==> config.mk <==
export PLATFORM = sky130hd
export DESIGN_NAME = positional_insert_delete_list
export DESIGN_NICKNAME = d
export VERILOG_FILES = /design/src/pidl_pkg.sv /design/src/pidl_ctrl.sv /design/src/pidl_dpath.sv /design/src/positional_insert_delete_list.sv
export SDC_FILE = /design/constraint.sdc
export NUM_CORES = 2
export LEC_CHECK = 0
export BUFFER_PORTS_ARGS = -buffer_cell sky130_fd_sc_hd__buf_4
export CORE_MARGIN = 5
export CORE_UTILIZATION = 56
export DETAILED_ROUTE_END_ITERATION = 6
export MAX_ROUTING_LAYER = met4
export PLACE_DENSITY_LB_ADDON = 0.1
export SLEW_MARGIN = 20
export SYNTH_ARGS = -nofsm -noshare
export SYNTH_HDL_FRONTEND = slang
export SYNTH_SLANG_ARGS = --single-unit
==> constraint.sdc <==
create_clock -name clk -period 5.4 [get_ports clk]
set_input_delay 0.27 -clock clk [delete_from_list [all_inputs] [get_ports clk]]
set_output_delay 0.27 -clock clk [all_outputs]
set_load 0.02 [all_outputs]
==> src/pidl_pkg.sv <==
package pidl_pkg;

	localparam int DEPTH = 64;
	localparam int WIDTH = 32;
	localparam int AW    = $clog2(DEPTH);
	localparam int CW    = $clog2(DEPTH + 1);
	localparam int CAP_W = 7;
	localparam int POS_W = 6;

	localparam logic [1:0] CMD_INSERT = 2'd0;
	localparam logic [1:0] CMD_DELETE = 2'd1;
	localparam logic [1:0] CMD_GET    = 2'd2;

	localparam logic [1:0] ST_DONE   = 2'd0;
	localparam logic [1:0] ST_FULL   = 2'd1;
	localparam logic [1:0] ST_BADPOS = 2'd2;

	localparam logic [CAP_W-1:0] CAP_RESET = CAP_W'(64);

	typedef enum logic [3:0] {
		S_IDLE,
		S_DISPATCH,
		S_INS_CHK,
		S_INS_WR,
		S_DEL_RD,
		S_DEL_CAP,
		S_DEL_SRD,
		S_DEL_WR,
		S_GET_RD,
		S_GET_CAP,
		S_FIN
	} state_t;

	typedef enum logic [1:0] {
		RD_PTR,
		RD_BELOW,
		RD_ABOVE
	} rd_src_t;

	typedef struct packed {
		logic    load_op;
		logic    rd_en;
		rd_src_t rd_src;
		logic    wr_shift;
		logic    wr_value;
		logic    ptr_inc;
		logic    ptr_dec;
		logic    cap_data;
		logic    cnt_inc;
		logic    cnt_dec;
		logic    load_result;
	} dp_cmd_t;

	typedef struct packed {
		logic [1:0] op;
		logic       refused;
		logic       ptr_gt_pos;
		logic       ptr_last;
		logic       out_free;
	} dp_stat_t;

endpackage

==> src/pidl_ctrl.sv <==
module pidl_ctrl
	import pidl_pkg::*;
(
	input  logic     clk,
	input  logic     arst_n,
	input  logic     in_valid,
	output logic     in_stall,
	input  dp_stat_t stat,
	output dp_cmd_t  cmd
);

	state_t state_q;
	state_t state_d;

	always_ff @(posedge clk or negedge arst_n) begin
		if (!arst_n) begin
			state_q <= S_IDLE;
		end else begin
			state_q <= state_d;
		end
	end

	always_comb begin
		state_d = state_q;
		case (state_q)
			S_IDLE: begin
				if (in_valid) state_d = S_DISPATCH;
			end
			S_DISPATCH: begin
				if (stat.refused) begin
					state_d = S_FIN;
				end else begin
					case (stat.op)
						CMD_INSERT: state_d = S_INS_CHK;
						CMD_DELETE: state_d = S_DEL_RD;
						CMD_GET:    state_d = S_GET_RD;
						default:    state_d = S_FIN;
					endcase
				end
			end
			S_INS_CHK: state_d = stat.ptr_gt_pos ? S_INS_WR : S_FIN;
			S_INS_WR:  state_d = S_INS_CHK;
			S_DEL_RD:  state_d = S_DEL_CAP;
			S_DEL_CAP: state_d = S_DEL_WR;
			S_DEL_SRD: state_d = S_DEL_WR;
			S_DEL_WR:  state_d = stat.ptr_last ? S_FIN : S_DEL_SRD;
			S_GET_RD:  state_d = S_GET_CAP;
			S_GET_CAP: state_d = S_FIN;
			S_FIN: begin
				if (stat.out_free) state_d = S_IDLE;
			end
			default: state_d = S_IDLE;
		endcase
	end

	always_comb begin
		cmd = '0;
		cmd.rd_src = RD_PTR;
		in_stall = (state_q != S_IDLE);
		case (state_q)
			S_IDLE: begin
				cmd.load_op = in_valid;
			end
			S_INS_CHK: begin
				if (stat.ptr_gt_pos) begin
					cmd.rd_en  = 1'b1;
					cmd.rd_src = RD_BELOW;
				end else begin
					cmd.wr_value = 1'b1;
					cmd.cnt_inc  = 1'b1;
				end
			end
			S_INS_WR: begin
				cmd.wr_shift = 1'b1;
				cmd.ptr_dec  = 1'b1;
			end
			S_DEL_RD: begin
				cmd.rd_en = 1'b1;
			end
			S_DEL_CAP: begin
				cmd.cap_data = 1'b1;
				cmd.rd_en    = 1'b1;
				cmd.rd_src   = RD_ABOVE;
			end
			S_DEL_SRD: begin
				cmd.rd_en  = 1'b1;
				cmd.rd_src = RD_ABOVE;
			end
			S_DEL_WR: begin
				cmd.wr_shift = 1'b1;
				cmd.ptr_inc  = 1'b1;
				cmd.cnt_dec  = stat.ptr_last;
			end
			S_GET_RD: begin
				cmd.rd_en = 1'b1;
			end
			S_GET_CAP: begin
				cmd.cap_data = 1'b1;
			end
			S_FIN: begin
				cmd.load_result = stat.out_free;
			end
			default: begin
				cmd.load_op = 1'b0;
			end
		endcase
	end

endmodule

==> src/pidl_dpath.sv <==
module pidl_dpath
	import pidl_pkg::*;
(
	input  logic             clk,
	input  logic             arst_n,
	input  dp_cmd_t          cmd,
	output dp_stat_t         stat,
	input  logic [1:0]       op_in,
	input  logic [POS_W-1:0] position,
	input  logic [WIDTH-1:0] value,
	input  logic             cfg_wr_en,
	input  logic [CAP_W-1:0] cfg_wr_data,
	output logic             out_valid,
	input  logic             out_stall,
	output logic [1:0]       status,
	output logic [WIDTH-1:0] data,
	output logic [CW-1:0]    length
);

	logic [WIDTH-1:0] mem [DEPTH];
	logic [DEPTH-1:0] valid_q;

	logic [CAP_W-1:0] cap_q;
	logic [CW-1:0]    count_q;
	logic [1:0]       op_q;
	logic [CW-1:0]    pos_q;
	logic [CW-1:0]    ptr_q;
	logic [WIDTH-1:0] value_q;
	logic [1:0]       st_q;
	logic [WIDTH-1:0] data_q;
	logic [WIDTH-1:0] rdata_q;
	logic             rd_ok_q;
	logic             out_valid_q;
	logic [1:0]       out_status_q;
	logic [WIDTH-1:0] out_data_q;
	logic [CW-1:0]    out_length_q;

	logic [CW-1:0]    eff_cap;
	logic [CW-1:0]    pos_ext;
	logic [CW-1:0]    pos_eff;
	logic [CW-1:0]    rd_addr;
	logic [WIDTH-1:0] rdata_eff;
	logic [WIDTH-1:0] wr_data;
	logic             wr_en;
	logic [1:0]       st_d;

	// A capacity of zero behaves as one, and anything above the store size as the size.
	always_comb begin
		if (cap_q == '0) begin
			eff_cap = CW'(1);
		end else if (CW'(cap_q) > CW'(DEPTH)) begin
			eff_cap = CW'(DEPTH);
		end else begin
			eff_cap = CW'(cap_q);
		end
	end

	assign pos_ext = CW'(position);

	always_comb begin
		pos_eff = pos_ext;
		st_d    = ST_DONE;
		case (op_in)
			CMD_INSERT: begin
				if (count_q >= eff_cap) st_d = ST_FULL;
				if (pos_ext > count_q) pos_eff = count_q;
			end
			CMD_DELETE: begin
				if (pos_ext >= count_q) st_d = ST_BADPOS;
			end
			CMD_GET: begin
				if (pos_ext >= eff_cap) pos_eff = eff_cap - CW'(1);
			end
			default: begin
				st_d = ST_DONE;
			end
		endcase
	end

	always_comb begin
		case (cmd.rd_src)
			RD_BELOW: rd_addr = ptr_q - CW'(1);
			RD_ABOVE: rd_addr = ptr_q + CW'(1);
			default:  rd_addr = ptr_q;
		endcase
	end

	// Slots never written, and the slot past the end of the store, read as zero.
	assign rdata_eff = rd_ok_q ? rdata_q : '0;
	assign wr_en     = cmd.wr_shift | cmd.wr_value;
	assign wr_data   = cmd.wr_value ? value_q : rdata_eff;

	always_ff @(posedge clk) begin
		if (wr_en) mem[ptr_q[AW-1:0]] <= wr_data;
		if (cmd.rd_en) rdata_q <= mem[rd_addr[AW-1:0]];
	end

	always_ff @(posedge clk) begin
		if (cmd.load_op) begin
			op_q    <= op_in;
			pos_q   <= pos_eff;
			value_q <= value;
			st_q    <= st_d;
		end
		if (cmd.load_op) begin
			data_q <= '0;
		end else if (cmd.cap_data) begin
			data_q <= rdata_eff;
		end
		if (cmd.load_result) begin
			out_status_q <= st_q;
			out_data_q   <= data_q;
			out_length_q <= count_q;
		end
	end

	always_ff @(posedge clk or negedge arst_n) begin
		if (!arst_n) begin
			valid_q     <= '0;
			cap_q       <= CAP_RESET;
			count_q     <= '0;
			ptr_q       <= '0;
			rd_ok_q     <= 1'b0;
			out_valid_q <= 1'b0;
		end else begin
			if (cfg_wr_en) cap_q <= cfg_wr_data;
			if (wr_en) valid_q[ptr_q[AW-1:0]] <= 1'b1;
			if (cmd.rd_en) begin
				rd_ok_q <= (rd_addr < CW'(DEPTH)) && valid_q[rd_addr[AW-1:0]];
			end
			if (cmd.load_op) begin
				ptr_q <= (op_in == CMD_INSERT) ? count_q : pos_eff;
			end else if (cmd.ptr_inc) begin
				ptr_q <= ptr_q + CW'(1);
			end else if (cmd.ptr_dec) begin
				ptr_q <= ptr_q - CW'(1);
			end
			if (cmd.cnt_inc) begin
				count_q <= count_q + CW'(1);
			end else if (cmd.cnt_dec) begin
				count_q <= count_q - CW'(1);
			end
			if (cmd.load_result) begin
				out_valid_q <= 1'b1;
			end else if (!out_stall) begin
				out_valid_q <= 1'b0;
			end
		end
	end

	assign stat.op         = op_q;
	assign stat.refused    = (st_q != ST_DONE);
	assign stat.ptr_gt_pos = (ptr_q > pos_q);
	assign stat.ptr_last   = ((ptr_q + CW'(1)) >= count_q);
	assign stat.out_free   = !out_valid_q || !out_stall;

	assign out_valid = out_valid_q;
	assign status    = out_status_q;
	assign data      = out_data_q;
	assign length    = out_length_q;

endmodule

==> src/positional_insert_delete_list.sv <==
// Channel   Direction  Handshake          Payload
// in        input      in_valid/in_stall  cmd[1:0], position[5:0], value[31:0]
// out       output     out_valid/out_stall status[1:0], data[31:0], length[6:0]
// cfg       input      cfg_wr_en          cfg_wr_data[6:0] (capacity in use)
//
// One operation is in flight at a time; the list lives in a single memory with one
// read and one write per cycle, so every entry moved costs one read and one write.
// A refused beat or an unknown command goes from dispatch straight to the result. The next
// beat can be taken in the cycle after the result is loaded, and a result that waits for
// the output register to free up holds the block until the register is free.
// Reset clears the length, loads a capacity of 64 and marks every slot as never written,
// so all slots read as zero without a clearing pass.
// The finished result sits in an output register, so a new beat is taken while it waits.
module positional_insert_delete_list
	import pidl_pkg::*;
(
	input  logic             clk,
	input  logic             arst_n,
	input  logic             in_valid,
	output logic             in_stall,
	input  logic [1:0]       cmd,
	input  logic [POS_W-1:0] position,
	input  logic [WIDTH-1:0] value,
	output logic             out_valid,
	input  logic             out_stall,
	output logic [1:0]       status,
	output logic [WIDTH-1:0] data,
	output logic [CW-1:0]    length,
	input  logic             cfg_wr_en,
	input  logic [CAP_W-1:0] cfg_wr_data
);

	// The controller steps through the shift sequence for each operation; the
	// datapath holds the memory, the length, the capacity and the result register.
	dp_cmd_t  dp_cmd;
	dp_stat_t dp_stat;

	pidl_ctrl u_ctrl (
		.clk      (clk),
		.arst_n   (arst_n),
		.in_valid (in_valid),
		.in_stall (in_stall),
		.stat     (dp_stat),
		.cmd      (dp_cmd)
	);

	// An insert walks a pointer down from the end, copying each entry one slot up,
	// then drops the new word in. A delete first reads the victim, then walks up,
	// copying each entry one slot down; the old top slot takes whatever lay above it.
	pidl_dpath u_dpath (
		.clk         (clk),
		.arst_n      (arst_n),
		.cmd         (dp_cmd),
		.stat        (dp_stat),
		.op_in       (cmd),
		.position    (position),
		.value       (value),
		.cfg_wr_en   (cfg_wr_en),
		.cfg_wr_data (cfg_wr_data),
		.out_valid   (out_valid),
		.out_stall   (out_stall),
		.status      (status),
		.data        (data),
		.length      (length)
	);

endmodule

==> metrics.txt <==
RD Place Congestion 0.8729; Gate Count Post-Synth 4593; period utilisation layout 96.30%; clk buf depth 3; DRC Markers 0; global-route wire length before repair 351400 um; Initial Util 56.15%; Slew Viols, Final 0; total track usage 30.30%; CP max stage delay 0.60 ns; setup violators final 0; Worst EP required 6.11 ns; P&R area growth vs syn 15.87%; drt pass-1 iters 7; clk slew on worst S/H paths 0.07 ns; power per cell area 623.6 nW/um^2; htree depth 4; initial antenna violation count 8; leakage power total 34.16 nW; Worst IR Drop VDD 0.4963 mV; crit start category flip-flop; asr flop ratio synth 3.979%; vias per cell 6.635; CP arrival 5.91 ns; Detailed Place HPWL 145200 um; Starting DRT DRC Count 7108; max-cap check violation count 0; synthesized area per cell 19.56 um^2; Hold Vio Cnt, Final 0; Num CTS Buffers 223; slowest CP cell a311oi_1; pin count of the biggest net entering global routing 83; CP Max Fanout 28; input/output buffers 94; critical path class flip-flop to flip-flop; Fmax achieved 192.3 MHz; Synth area leader edfxtp_1; Die Y 410.6 um; clock tree sinks 2287; chip width 410.6 um; Fin Setup TNS 0 ns; Most used DFF post-synth edfxtp_1; Min Clock Period, post-route 5.200 ns; final worst setup slack 0.1998 ns; Post-CTS Setup Inserts 0; total wire length 246600 um; critical path cell sequence ha_1, and4_1, o21ai_0, nand2_1, o21ai_1, nor2_1, ha_1, buf_4, and2b_1, nand2_1, o211a_4, buf_12, buf_12, buf_4, buf_4, a211oi_1, a311oi_1, a21oi_1, a21oi_1; nets 5129; synthesized flop and latch total 2287; vias in the first global route 47170; core area 160000 um^2; layout cells sized above 1 27.30%; Post-synth top cells 2164 x edfxtp_1, 515 x mux4_2, 389 x nand2_1; CP top delay family compound AO/OA/AOI/OAI gates; internal power 0.04102 W; Switching Fraction 36.82%; Sw Pwr 0.02391 W; CP dominant cell by count buf_4; most common cell in the netlist edfxtp_1; part of the power in registers 36.3%; register area share after synthesis 75.57%; relative slew slack 21.19%; Buf/Inv on CP 5; WL/cell 33.74 um; Worst-Margin Slew 1.178 ns; Syn. warnings 0; Yosys top cell area share 72.32%; Top Ports 95; synthesized net count 4692; CP endpoint kind flip-flop; Final ANT Viol Nets 0; Gate power share 40.9%; EDFF count, synth 2164; clk_skew 0.05865 ns; worst hold path class input port to flip-flop; Synth area leaders edfxtp_1 72%, mux4_2 13%, dfrtp_1 2.5%, nand2_1 1.6%, a211oi_1 1.4%; Netlist cell types 71; Mapped Area 89850 um^2; status finished clean; grt total ovfl 0; TritonCTS clock tree built; clock share of power 22.8%; Clk Latency, worst-skew pair 0.87 ns; FP Rows 147; Root Buffer clkbuf_16; Die ar. 168600 um^2; DR vias 48480; Place WS -0.5473 ns
## worst reg2reg max path: stages (launching register included)
cell and delay, ns:
dfrtp_1 0.48, ha_1 0.36, and4_1 0.22, o21ai_0 0.07, nand2_1 0.07, o21ai_1 0.24
nor2_1 0.14, ha_1 0.33, buf_4 0.24, and2b_1 0.26, nand2_1 0.16, o211a_4 0.22
buf_12 0.21, buf_12 0.27, buf_4 0.28, buf_4 0.28, a211oi_1 0.13, a311oi_1 0.60
a21oi_1 0.30, a21oi_1 0.22
## per-layer routing
metal	global-route usage, %	vias up	wire length (um)
met5	-	-	0
met4	8.386	0	7236
met3	6.339	374	28470
met2	42.87	2886	109500
met1	45.71	25580	101300
li1	-	19640	-
## sequential cells by signal, summed over array words and instances, names as in the netlist, 7 cells and up
name and flops:
u_dpath.pos_q 7, u_dpath.rdata_q 32, u_dpath.data_q 32, u_dpath.value_q 32
u_dpath.valid_q 64, u_dpath.count_q 7, u_dpath.length 7, u_dpath.cap_q 7
u_dpath.data 32, u_dpath.mem 2048, u_dpath.ptr_q 7
## per-stage QoR
| step | utilization [%] | total power [W] | hold WS (ns) | area (um^2) | cells |
|---|---|---|---|---|---|
| floorplan | - | 0.03857 | -0.02559 | 89850 | 4593 |
| CTS | 64.88 | 0.06463 | 0.08264 | 103800 | 7296 |
| detailed placement | 60.12 | 0.04970 | 0.3724 | 96190 | 6825 |
| finish | 65.06 | 0.06492 | 0.1329 | 104100 | 7307 |
| global route | 65.05 | 0.06734 | 0.1065 | 104100 | 7303 |
| global placement | 60.08 | 0.04950 | 0.3690 | 96140 | 6823 |
## what timing repair did
action | in CTS | in global routing
hold buffers | 60 | 0
gates cloned | 0 | 1
setup endpoints to repair | 16 | 31
hold endpoints to repair | 110 | 0
gates resized for setup | 22 | 18
## logic make-up (layout without fill, tap and decap cells)
| group | count (synthesis) | count (layout) | share of synthesized area, % |
|---|---|---|---|
| xor+xnor | 21 | 21 | 0.2047 |
| simple gates | 747 | 747 | 3.750 |
| fa+ha+maj | 47 | 47 | 0.6629 |
| flops | 2287 | 2287 | 75.57 |
| buf+inv | 325 | 948 | 1.709 |
| other cells | 0 | 5 | 0 |
| compound gates | 601 | 601 | 4.615 |
| mux | 565 | 565 | 13.49 |
## cell type report
cell class,count,area [um^2]
sequential,2287,67900
tap,2086,2610
fill,10680,55910
clock buffer,285,5906
timing repair buffer,503,4986
multi-input combinational,1981,21540
antenna,5,12.51
clock inverter,126,1016
inverter,34,127.6
## cells in the final DEF, fill, tap and decap left out, types with 65 or more instances in the layout
master     netlist  routed
o21bai_1        67      67
buf_4           17     364
buf_12           0      67
mux4_2         515     515
edfxtp_1      2164    2164
a311oi_1        66      65
a211oi_1       166     162
a21oi_1        120     101
nand2_1        389     388
dfrtp_1         90      89
clkbuf_16        0     226
and2_1         128     128
## power groups by stage
stage	combinational, W	clock, W	sequential (W)
after floorplan	0.0147	0	0.0239
after global placement	0.0256	0	0.0239
after detailed placement	0.0258	0	0.0239
after CTS	0.0261	0.0150	0.0235
after global routing	0.0279	0.0158	0.0236
final	0.0266	0.0148	0.0236
## worst paths after layout
check                                   start             endpoint  slack, ns  cells past startpoint
max                          u_dpath.ptr_q[6]  u_dpath.rdata_q[29]       0.20                     19
max in group asynchronous              arst_n   u_dpath.count_q[2]       3.49                      4
min                                 value[14]  u_dpath.value_q[14]       0.13                      2
min reg2reg                u_dpath.data_q[18]     u_dpath.data[18]       0.43                      0
min in group asynchronous              arst_n   u_dpath.count_q[5]       0.57                      3
max reg2reg                  u_dpath.ptr_q[6]  u_dpath.rdata_q[29]       0.20                     19
No activity file was read; power rests on OpenSTA's default activity.
